[config.mk]
export PLATFORM = sky130hd
export DESIGN_NAME = bitbang_two_wire_frame_slave
export DESIGN_NICKNAME = d
export VERILOG_FILES = /design/src/rtl/bbtw_pkg.sv /design/src/rtl/bitbang_two_wire_frame_slave.sv
export SDC_FILE = /design/constraint.sdc
export NUM_CORES = 1
export LEC_CHECK = 0
export ABC_AREA = 1
export BUFFER_PORTS_ARGS = -buffer_cell sky130_fd_sc_hd__buf_2
export CAP_MARGIN = 20
export CORE_MARGIN = 1
export CORE_UTILIZATION = 50
export DETAILED_ROUTE_END_ITERATION = 7
export PLACE_DENSITY = 0.77
export REMOVE_ABC_BUFFERS = 1
export SLEW_MARGIN = 0
export SYNTH_ARGS = -nofsm -noshare
export SYNTH_HDL_FRONTEND = slang
export SYNTH_SLANG_ARGS = --single-unit
[constraint.sdc]
create_clock -name clk -period 3 [get_ports clk]
set_clock_uncertainty 0.2 [all_clocks]
set_input_delay 0.3 -clock clk [delete_from_list [all_inputs] [get_ports clk]]
set_output_delay 0.3 -clock clk [all_outputs]
set_load 0.01 [all_outputs]
[src/rtl/bbtw_pkg.sv]
package bbtw_pkg;

  localparam int REPLY_BITS = 32;
  localparam int BODY_BYTES = 4;

  localparam int BC_W = $clog2(REPLY_BITS + 1);
  localparam int FP_W = $clog2(BODY_BYTES + 3);

  localparam logic [7:0] HDR_FIRST  = 8'h7A;
  localparam logic [7:0] HDR_SECOND = 8'h62;
  localparam logic [7:0] SLEEP_CMD  = 8'h02;

  localparam logic [1:0] GLITCH_MAX = 2'd3;

  localparam int IN_DATA_W  = 40;
  localparam int OUT_DATA_W = 32;

  // result word, lowest field last in the packed order
  typedef struct packed {
    logic [15:0] sleep_time;
    logic        sleep_request;
    logic [7:0]  command_code;
    logic        frame_done;
    logic        sda_enable;
    logic        sda_level;
  } result_t;

endpackage

[src/rtl/bitbang_two_wire_frame_slave.sv]
// two-wire frame slave, fed one sampled sda/scl pair per input word
//
// in_tdata carries the pin sample and the two reply halves; every accepted
// input word produces exactly one result word on the out_ channel
// (sda drive level and enable, frame completion flag and decoded frame).
// scl rising edges shift sda into bytes lsb first; bytes are matched
// against the header 0x7a 0x62 followed by the body bytes; a completed
// frame starts a reply of REPLY_BITS bits, one per scl rise, lsb first.
//
// throughput: one word per cycle while the receiver takes results;
// the whole update is one pass of logic from the state registers to
// the state and output registers, and the result word is registered.
// in_tready is high whenever the output register is empty or being taken,
// so a stalled receiver holds the result and blocks only new input.
// reset (rst_n low, synchronous) clears the pin history, bit assembly,
// parser position and reply state and empties the output register;
// the body byte store is not cleared and is always written before read.
module bitbang_two_wire_frame_slave (
  input  logic                                clk,
  input  logic                                rst_n,
  input  logic                                in_tvalid,
  output logic                                in_tready,
  // sda, scl, reply_first[15:0], reply_second[15:0], zero pad
  input  logic [bbtw_pkg::IN_DATA_W-1:0]      in_tdata,
  output logic                                out_tvalid,
  input  logic                                out_tready,
  // sda_level, sda_enable, frame_done, command_code[7:0], sleep_request,
  // sleep_time[15:0], zero pad
  output logic [bbtw_pkg::OUT_DATA_W-1:0]     out_tdata
);
  import bbtw_pkg::*;

  logic            sda;
  logic            scl;
  logic [15:0]     reply_first;
  logic [15:0]     reply_second;

  logic [1:0]      prev_pins_r, prev_pins_nxt;
  logic [1:0]      glitch_r, glitch_nxt;
  logic [BC_W-1:0] bit_count_r, bit_count_nxt;
  logic [7:0]      shift_byte_r, shift_byte_nxt;
  logic [FP_W-1:0] frame_pos_r, frame_pos_nxt;
  logic [7:0]      body_r [BODY_BYTES];
  logic [7:0]      body_nxt [BODY_BYTES];
  logic            sending_r, sending_nxt;
  logic            drive_r, drive_nxt;
  logic            out_valid_r;
  result_t         result_r, result_nxt;

  logic [1:0]      pins;
  logic [1:0]      diff;
  logic            clk_changed;
  logic            rise;
  logic            done;
  logic            accept;
  logic [7:0]      sb_bit;
  logic [BC_W-1:0] bc_inc;
  logic [FP_W-1:0] fp_inc;
  logic [15:0]     word;
  logic [7:0]      cmd;
  logic [7:0]      body_one;
  logic [7:0]      body_two;

  assign sda          = in_tdata[0];
  assign scl          = in_tdata[1];
  assign reply_first  = in_tdata[17:2];
  assign reply_second = in_tdata[33:18];

  assign in_tready  = !out_valid_r || out_tready;
  assign accept     = in_tvalid && in_tready;
  assign out_tvalid = out_valid_r;
  assign out_tdata  = {{(OUT_DATA_W - $bits(result_t)){1'b0}}, result_r};

  assign pins        = {scl, sda};
  assign diff        = pins ^ prev_pins_r;
  assign clk_changed = diff[1];
  assign rise        = clk_changed && scl;
  assign bc_inc      = bit_count_r + BC_W'(1);
  assign fp_inc      = frame_pos_r + FP_W'(1);
  assign word        = (32'(bit_count_r) >= 32'd16) ? reply_second : reply_first;

  always_comb begin
    prev_pins_nxt  = pins;
    glitch_nxt     = glitch_r;
    bit_count_nxt  = bit_count_r;
    shift_byte_nxt = shift_byte_r;
    frame_pos_nxt  = frame_pos_r;
    sending_nxt    = sending_r;
    drive_nxt      = drive_r;
    done           = 1'b0;
    sb_bit         = shift_byte_r | (8'(sda) << bit_count_r[2:0]);
    for (int i = 0; i < BODY_BYTES; i++) begin
      body_nxt[i] = body_r[i];
    end

    if (diff[0] && glitch_r != GLITCH_MAX) begin
      glitch_nxt = glitch_r + 2'd1;
    end
    if (clk_changed) begin
      glitch_nxt = '0;
    end

    if (!sending_r) begin
      if (glitch_nxt == GLITCH_MAX) begin
        glitch_nxt     = '0;
        bit_count_nxt  = '0;
        shift_byte_nxt = '0;
      end else if (rise) begin
        shift_byte_nxt = sb_bit;
        bit_count_nxt  = bc_inc;
        if (32'(bc_inc) >= 32'd8) begin
          bit_count_nxt  = '0;
          shift_byte_nxt = '0;
          // frame parser
          if (32'(frame_pos_r) >= 32'd2) begin
            for (int i = 0; i < BODY_BYTES; i++) begin
              if (32'(frame_pos_r) == i + 2) begin
                body_nxt[i] = sb_bit;
              end
            end
            frame_pos_nxt = fp_inc;
            if (32'(fp_inc) >= BODY_BYTES + 2) begin
              frame_pos_nxt = '0;
              done          = 1'b1;
            end
          end
          if (sb_bit == HDR_SECOND) begin
            frame_pos_nxt = (frame_pos_nxt == FP_W'(1)) ? FP_W'(2) : '0;
          end
          if (sb_bit == HDR_FIRST && frame_pos_nxt == '0) begin
            frame_pos_nxt = FP_W'(1);
          end
          if (done) begin
            drive_nxt   = 1'b0;
            sending_nxt = 1'b1;
          end
        end
      end
    end else if (rise) begin
      drive_nxt     = word[bit_count_r[3:0]];
      bit_count_nxt = bc_inc;
      if (32'(bc_inc) >= REPLY_BITS) begin
        sending_nxt   = 1'b0;
        bit_count_nxt = '0;
      end
    end
  end

  assign cmd      = body_nxt[0];
  assign body_one = (BODY_BYTES > 1) ? body_nxt[1] : '0;
  assign body_two = (BODY_BYTES > 2) ? body_nxt[2] : '0;

  always_comb begin
    result_nxt.sda_level     = drive_nxt;
    result_nxt.sda_enable    = sending_nxt;
    result_nxt.frame_done    = done;
    result_nxt.command_code  = done ? cmd : '0;
    result_nxt.sleep_request = done && (cmd == SLEEP_CMD);
    result_nxt.sleep_time    = done ? {body_two, body_one} : '0;
  end

  always_ff @(posedge clk) begin
    if (!rst_n) begin
      prev_pins_r  <= '0;
      glitch_r     <= '0;
      bit_count_r  <= '0;
      shift_byte_r <= '0;
      frame_pos_r  <= '0;
      sending_r    <= 1'b0;
      drive_r      <= 1'b0;
      out_valid_r  <= 1'b0;
    end else begin
      if (accept) begin
        prev_pins_r  <= prev_pins_nxt;
        glitch_r     <= glitch_nxt;
        bit_count_r  <= bit_count_nxt;
        shift_byte_r <= shift_byte_nxt;
        frame_pos_r  <= frame_pos_nxt;
        sending_r    <= sending_nxt;
        drive_r      <= drive_nxt;
        out_valid_r  <= 1'b1;
      end else if (out_tready) begin
        out_valid_r <= 1'b0;
      end
    end
  end

  always_ff @(posedge clk) begin
    if (accept) begin
      result_r <= result_nxt;
      for (int i = 0; i < BODY_BYTES; i++) begin
        body_r[i] <= body_nxt[i];
      end
    end
  end

  a_idle_fields_zero: assert property (@(posedge clk) disable iff (!rst_n)
    out_tvalid && !out_tdata[2] |-> out_tdata[27:3] == '0)
    else $error("frame fields set without frame completion");

  a_done_drives: assert property (@(posedge clk) disable iff (!rst_n)
    out_tvalid && out_tdata[2] |-> out_tdata[1] && !out_tdata[0])
    else $error("completed frame did not start driving sda low");

  a_tx_count: assert property (@(posedge clk) disable iff (!rst_n)
    sending_r |-> 32'(bit_count_r) < REPLY_BITS)
    else $error("reply bit index out of range");

  a_rx_count: assert property (@(posedge clk) disable iff (!rst_n)
    !sending_r |-> 32'(bit_count_r) < 32'd8)
    else $error("receive bit index out of range");

endmodule
==> run summary, run 1 <==
Comb pwr share: 15.2%
Clk pin slew, worst setup/hold paths: 0.08 ns
Mapped Area: 0.00413 mm2
Post-Syn Instances: 489
largest net degree at the start of global routing: 51
crit start category: flop
sw frac: 25.9%
GRT Util Overall: 21.3%
vias in the first global route: 3,234
PortBufs: 67
Initial Util: 52.6%
layout cell share with drive strength beyond 1: 23.9%
TritonCTS clock tree: yes
sequential element share of the synthesized area: 49.4%
die footprint: 0.00863 mm2
Synth area leaders: edfxtp_1 (38%), dfxtp_1 (12%), nand2_1 (8.5%)
number of DRC markers in iteration 0: 238
DP Worst Slack: 0.426 ns
filler instances: 700
cts bufs inserted: 9
critical-path maximum fanout: 11
status: complete, no violations
final wirelength: 8.76 mm
Slew headroom: 41.4%
Leakage Power: 0.00225 uW
placed cell areas: 0.00456 mm2
unrepaired setup endpoints after global routing: no
Area Growth Syn to Fin: 16.0%
power density over cell area: 525 mW/mm2
H-tree levels: 3
IO Pins: 78
Max Transition Viols Final: 0
Hold Path Class: input pin to flop
worst path required time: 3.00 ns
Synth top cells by count: nand2_1 (94), inv_1 (80), edfxtp_1 (52), nor2_1 (49), a21oi_1 (28)
Synth top area share: 37.8%
Netlist cell types: 33
Antenna diodes: 0
Final setup viols: 0
post-synth top area cell: edfxtp_1
CTS Buffer Depth: 2
number of setup buffers added after CTS: 0
reg2reg path depth: 11
Residual DRC: 0
Max Clk Rate: 381 MHz
P_sw: 652 uW
HPWL Detailed: 6.12 mm
Finished Cell Area: 0.00479 mm2
Row Count: 32
worst-margin pin slew: 0.876 ns
syn avg cell area: 8.45 um2
Worst setup EP type: flop
# nets final: 615
CP Data Arrival Time: 2.62 ns
CTS root buffer: clkbuf_8
GP Congestion: 0.792
R2R setup slack: 0.37 ns
type of the worst setup path: flop to flop
worst skew pair latency: 0.34 ns
fin crit period: 2.63 ns
Core Region: 0.00785 mm2
Routed Antenna Nets: 0
Via Count: 3,518
clock sinks: 76
sequential share of power: 48.2%
grt ovf: 0
final hold viol count: 0
Yosys reg bits: 76
Top FF cell, synth: edfxtp_1
EDFF count, synth: 52
DR vias/cell: 5.27
clock share of power: 36.5%
Die Ht: 92.9 um
max-cap violations: 0
Hold-fix buffers, CTS: 0
final worst setup slack: 0.372 ns
Die Span X: 92.9 um
CTS resizes: 0
fin crit share: 87.6%
initial antenna violation count: 0
P_int: 1860 uW
Post-synth ARST share: 0%
Peak VDD IR: 0.375 mV
DRT Pass-1 Iters: 6
global-route wire length before repair: 14.5 mm
hold path depth: 4
top-count cell post-synth: nand2_1
WL/cell: 13.1 um
synth warn: 0
-- power groups by stage --
| stage | registers [uW] | logic, uW | clock network (uW) |
|---|---|---|---|
| 6_report | 1210 | 383 | 919 |
| 5_1_grt | 1220 | 428 | 976 |
| 4_1_cts | 1210 | 379 | 930 |
| 3_5_place_dp | 1240 | 375 | 0 |
| 3_3_place_gp | 1230 | 363 | 0 |
| 2_1_floorplan | 1250 | 242 | 0 |
-- per-stage QoR --
step	TNS (ns)	cells	utilization [%]	power, uW	hold WS [ns]
3_5_place_dp	0	653	58.1	1610	0.245
5_1_grt	0	668	61.1	2620	0.0766
3_3_place_gp	0	653	58.1	1600	0.243
6_report	0	668	61.1	2520	0.0668
2_1_floorplan	-2.23	475	-	1490	0.229
4_1_cts	0	668	61.1	2520	0.0563
-- kinds of logic (layout without fill, tap and decap cells) --
family                   count (synthesis)  after routing  share of synthesized area (%)
AO/OA/AOI/OAI                           96             96                           14.3
AND/OR/NAND/NOR                        204            204                           22.8
buffers and inverters                  103            177                           10.6
adder cells (fa/ha/maj)                  9              9                           2.73
flip-flops                              76             76                           49.4
other                                    1              4                         0.0908
-- routing by layer --
layer	track usage, %	wire length, um	part of all wire [%]	vias up
li1	-	-	-	1746
met1	26.2	3770	43	1627
met2	36.9	4310	49	128
met3	5.34	570	6.5	17
met4	5.38	106	1.2	0
met5	0	0	0	-
-- sequential cells by signal, indices dropped and copies added (netlist names) --
name,count
prev_pins_r,2
bit_count_r,6
sending_r,1
drive_r,1
out_tvalid,1
glitch_r,2
frame_pos_r,3
out_tdata,28
body_r,24
shift_byte_r,8
-- cell type report --
cell class	count	area, um2	area share (%)
Sequential cell	76	2040	42.6
Multi-Input combinational cell	313	1660	34.7
Timing Repair Buffer	76	403	8.41
Inverter	86	323	6.74
Tap cell	102	128	2.66
Clock buffer	9	124	2.58
Clock inverter	6	111	2.32
-- path summary, 6_finish.rpt --
kind / from / to
setup / recovery: bit_count_r[0] / out_tdata[11]
hold / removal: out_tready / out_tvalid
setup reg to reg: bit_count_r[0] / out_tdata[11]
hold reg to reg: prev_pins_r[1] / prev_pins_r[1]
-- worst max-delay path: stages, from the launching register on --
cell and delay, ns:
dfxtp_1 0.48, ha_1 0.26, nand3_1 0.09, nand2_1 0.09, nand2_1 0.06, nand2_1 0.09, nor2_1 0.08, nor2_2 0.11
nand3_1 0.33, o21ai_0 0.44, nand3_1 0.12, nor2_1 0.13
-- cells in the final DEF (no fill, tap or decap), types with 10 or more instances in the layout --
cell      synthesis  layout
buf_2             5      67
a21oi_1          28      28
o21ai_2          15      15
a211oi_1         13      13
o21ai_1           9      10
edfxtp_1         52      52
inv_1            80      80
nand3_1          27      27
nand2_1          94      94
nand2_2          11      11
nor2_1           49      49
dfxtp_1          24      24
o21ai_0          21      20
No activity file was read; power rests on OpenSTA's default activity.
==> run 2, diff against run 1 <==
- HOLD_SLACK_MARGIN: not set -> 0.15
==> run summary, run 2 (synthesis gave the netlist of run 1 again) <==
Slowest cell on crit path: dfxtp_1
status: complete, no violations
GRT Util Overall: 21.4%
Leakage Power: 0.00227 uW
Final setup viols: 0
largest net degree at the start of global routing: 51
WL/cell: 13.0 um
Critical Path Max Stage Delay: 0.48 ns
layout cell share with drive strength beyond 1: 23.7%
power density over cell area: 522 mW/mm2
Area Growth Syn to Fin: 17.0%
H-tree levels: 3
Slew headroom: 41.3%
clock sinks: 76
worst skew pair latency: 0.34 ns
Row Count: 32
worst-margin pin slew: 0.878 ns
final worst setup slack: 0.372 ns
DRT Pass-1 Iters: 5
Routed Antenna Nets: 0
critical-path maximum fanout: 11
HP Start: in_tdata[0]
Max Transition Viols Final: 0
type of the worst setup path: flop to flop
commonest non-fill, non-tap cell in the layout: nand2_1
DP Worst Slack: 0.426 ns
number of DRC markers in iteration 0: 264
RR Endpoint: out_tdata[11]
Hold Path Class: input pin to flop
Antenna diodes: 0
R2R setup slack: 0.37 ns
grt ovf: 0
Core Region: 0.00785 mm2
reg2reg path depth: 11
cts bufs inserted: 9
hold_ws: 0.207 ns
GP Congestion: 0.792
Residual DRC: 0
vias in the first global route: 3,250
max-cap violations: 0
crit path buf inv count: 0
fin crit share: 87.6%
final wirelength: 8.72 mm
max FFs per register: 28
CTS root buffer: clkbuf_8
CTS Buffer Depth: 2
crit start category: flop
Clk pin slew, worst setup/hold paths: 0.08 ns
Initial Util: 52.6%
most frequent cells in the layout: nand2_1 (94), inv_1 (80), buf_2 (67)
WHS Endpoint: prev_pins_r[0]
global-route wire length before repair: 14.6 mm
Peak VDD IR: 0.375 mV
DR vias/cell: 5.24
Max Clk Rate: 381 MHz
final hold viol count: 0
HPWL Detailed: 6.12 mm
Die Span X: 92.9 um
initial antenna violation count: 0
TritonCTS clock tree: yes
FF-to-FF Start: bit_count_r[0]
hold path depth: 3
multi-input logic area: 0.00166 mm2
FF+latch area: 0.00204 mm2
unrepaired setup endpoints after global routing: no
# nets final: 619
PortBufs: 67
Worst setup EP type: flop
CP Data Arrival Time: 2.62 ns
filler instances: 696
Die Ht: 92.9 um
IO Pins: 78
CP startpoint: bit_count_r[0]
die footprint: 0.00863 mm2
worst path required time: 3.00 ns
Via Count: 3,523
crit-path cells: ha_1 -> nand3_1 -> nand2_1 -> nand2_1 -> nand2_1 -> nor2_1 -> nor2_2 -> nand3_1 -> o21ai_0 -> nand3_1 -> nor2_1
Worst path top cell family by delay: simple AND/OR/NAND/NOR gates
number of setup buffers added after CTS: 0
fin crit period: 2.63 ns
-- run 2: changes by cell type in the layout (fill, tap and decap cells not counted) --
cell           previous run  this run
dlygate4sd3_1             0         4
-- run 2: worst max path at each step --
stage                            endpoint  slack [ns]  depth (start not counted)
after floorplan           shift_byte_r[7]       -0.23                          6
after global placement      out_tdata[11]        0.47                         11
after detailed placement    out_tdata[11]        0.43                         11
after CTS                   out_tdata[11]        0.31                         11
after global routing        out_tdata[11]        0.05                         11
final                       out_tdata[11]        0.37                         11
-- run 2: layer usage --
metal,wire [um],GRT usage [%]
met5,0,0
met4,95,5.38
met3,575,5.34
met2,4370,37.4
met1,3680,26.3
-- run 2: layout make-up --
class | count | area share [%]
flip-flops and latches | 76 | 42.3
multi-input cells | 313 | 34.4
repair buffers | 80 | 9.17
inverters | 86 | 6.68
well taps | 102 | 2.64
clock buffers | 9 | 2.56
clock inverters | 6 | 2.30
-- run 2: metrics by stage --
stage	power, uW	instances	cell area (um2)	TNS [ns]	util [%]
2_1_floorplan	1490	475	4030	-2.23	-
4_1_cts	2530	672	4830	0	61.6
5_1_grt	2630	672	4830	0	61.6
3_5_place_dp	1610	653	4560	0	58.1
6_report	2520	672	4830	0	61.6
3_3_place_gp	1600	653	4560	0	58.1
-- run 2: what timing repair did --
item,in CTS,in global routing
gates resized for setup,0,1
setup endpoints to repair,0,1
hold endpoints to repair,9,0
hold buffers,4,0
-- run 2: worst register-to-register path, delay by kind of cell, from the launching register on --
kind,cells,cell delay [ns]
and+or+nand+nor,9,1.11
AOI/OAI and AO/OA,1,0.44
adders and majority gates,1,0.26
DFF,1,0.48
-- run 2: power breakdown --
group | internal (uW) | switching, uW | total, uW
clock network | 549 | 371 | 920
registers | 1190 | 28.2 | 1210
logic | 133 | 254 | 387
total | 1870 | 653 | 2520
==> run 3, diff against run 2 <==
- CORE_UTILIZATION: 50 -> 30
- PLACE_DENSITY: 0.77 -> 0.51
==> run summary, run 3 (synthesis gave the netlist of run 1 again) <==
CTS root buffer: clkbuf_16
Worst setup EP type: flop
fin crit share: 85.2%
Die Span X: 119 um
Peak VDD IR: 0.230 mV
Final setup viols: 0
cts bufs inserted: 9
WL/cell: 12.4 um
global-route wire length before repair: 15.8 mm
HPWL Detailed: 6.71 mm
DRT Pass-1 Iters: 4
Die Ht: 119 um
worst-margin pin slew: 0.695 ns
final worst setup slack: 0.443 ns
grt ovf: 0
most used cell, CP: nand2_1
most frequent cells in the layout: nand2_1 (94), inv_1 (80), buf_2 (67)
crit start category: flop
vias in the first global route: 3,333
Clk pin slew, worst setup/hold paths: 0.06 ns
Max Clk Rate: 391 MHz
die footprint: 0.0142 mm2
worst path required time: 2.89 ns
TritonCTS clock tree: yes
final wirelength: 9.25 mm
Row Count: 42
Area Growth Syn to Fin: 22.2%
DP Worst Slack: 0.330 ns
Finished Layout Cells: 748
GRT Util Overall: 14.2%
power density over cell area: 562 mW/mm2
Antenna diodes: 0
Hold Path Class: input pin to flop
type of the worst setup path: flop to flop
critical-path maximum fanout: 16
Via Count: 3,369
DR vias/cell: 4.50
Core Region: 0.0133 mm2
Initial Util: 30.9%
clock sinks: 76
FF+latch area: 0.00204 mm2
IO Pins: 78
Residual DRC: 0
commonest non-fill, non-tap cell in the layout: nand2_1
filler instances: 1,397
# placed instances: 729
Critical Path Max Stage Delay: 0.50 ns
initial antenna violation count: 0
hold_ws: 0.183 ns
status: complete, no violations
fin crit period: 2.56 ns
number of setup buffers added after CTS: 0
H-tree levels: 3
unrepaired setup endpoints after global routing: no
CP Data Arrival Time: 2.44 ns
Slew headroom: 53.4%
Routed Antenna Nets: 0
layout cell share with drive strength beyond 1: 24.1%
max-cap violations: 0
PortBufs: 67
largest net degree at the start of global routing: 52
# nets final: 621
Slowest cell on crit path: dfxtp_1
R2R setup slack: 0.44 ns
Worst path top cell family by delay: simple AND/OR/NAND/NOR gates
crit path buf inv count: 2
Leakage Power: 0.00233 uW
crit-path cells: ha_1 -> nand3_1 -> nand2_1 -> nand2_1 -> nand2_1 -> inv_1 -> nand2_1 -> nand2_2 -> nor2_8 -> nand3_4 -> o21ai_1 -> inv_1
max FFs per register: 28
Max Transition Viols Final: 0
multi-input logic area: 0.00167 mm2
worst skew pair latency: 0.33 ns
number of DRC markers in iteration 0: 248
CTS Buffer Depth: 2
final hold viol count: 0
GP Congestion: 0.771
final core utilization: 37.8%
run 3: power breakdown:
part / total [uW] / leakage (uW) / internal [uW] / switching, uW
logic: 388 / 0.00145 / 135 / 252
registers: 1220 / 0.000713 / 1190 / 27.8
clock network: 1230 / 0.000166 / 810 / 423
run 3: final cells by class:
cell class | instances | share of cell area [%]
Clock inverter | 6 | 2.23
Tap cell | 176 | 4.36
Multi-Input combinational cell | 313 | 33.0
Timing Repair Buffer | 82 | 9.07
Clock buffer | 9 | 4.46
Sequential cell | 76 | 40.5
Inverter | 86 | 6.40
run 3: worst paths after layout:
path / startpoint / endpoint / cells past startpoint
worst max-delay path: bit_count_r[0] / body_r[2][2] / 12
worst min-delay path: in_tdata[0] / prev_pins_r[0] / 3
worst max register to register: bit_count_r[0] / body_r[2][2] / 12
worst min register to register: prev_pins_r[1] / prev_pins_r[1] / 2
run 3: metal layers:
metal | global-route usage (%) | part of all wire, % | vias up
li1 | - | - | 1777
met1 | 17.8 | 48 | 1533
met2 | 24.1 | 48 | 50
met3 | 3.02 | 3.2 | 9
met4 | 4.69 | 1.3 | 0
met5 | 0 | 0 | -
run 3: repair_timing:
action,CTS,global route
hold buffers,4,0
endpoints found under the setup margin,0,4
resized for setup,0,3
hold endpoints to repair,8,0
run 3: worst reg2reg max path, cell delays in order, from the launching register on:
cell	delay, ns
dfxtp_1	0.50
ha_1	0.29
nand3_1	0.10
nand2_1	0.09
nand2_1	0.06
nand2_1	0.08
inv_1	0.04
nand2_1	0.08
nand2_2	0.09
nor2_8	0.21
nand3_4	0.24
o21ai_1	0.28
inv_1	0.06
run 3: per-stage QoR:
step           TNS [ns]  instance area [um2]  power [uW]
2_1_floorplan     -2.23                 4030        1490
3_3_place_gp          0                 4660        1620
3_5_place_dp          0                 4660        1620
4_1_cts               0                 5040        2880
5_1_grt               0                 5050        2970
6_report              0                 5050        2840
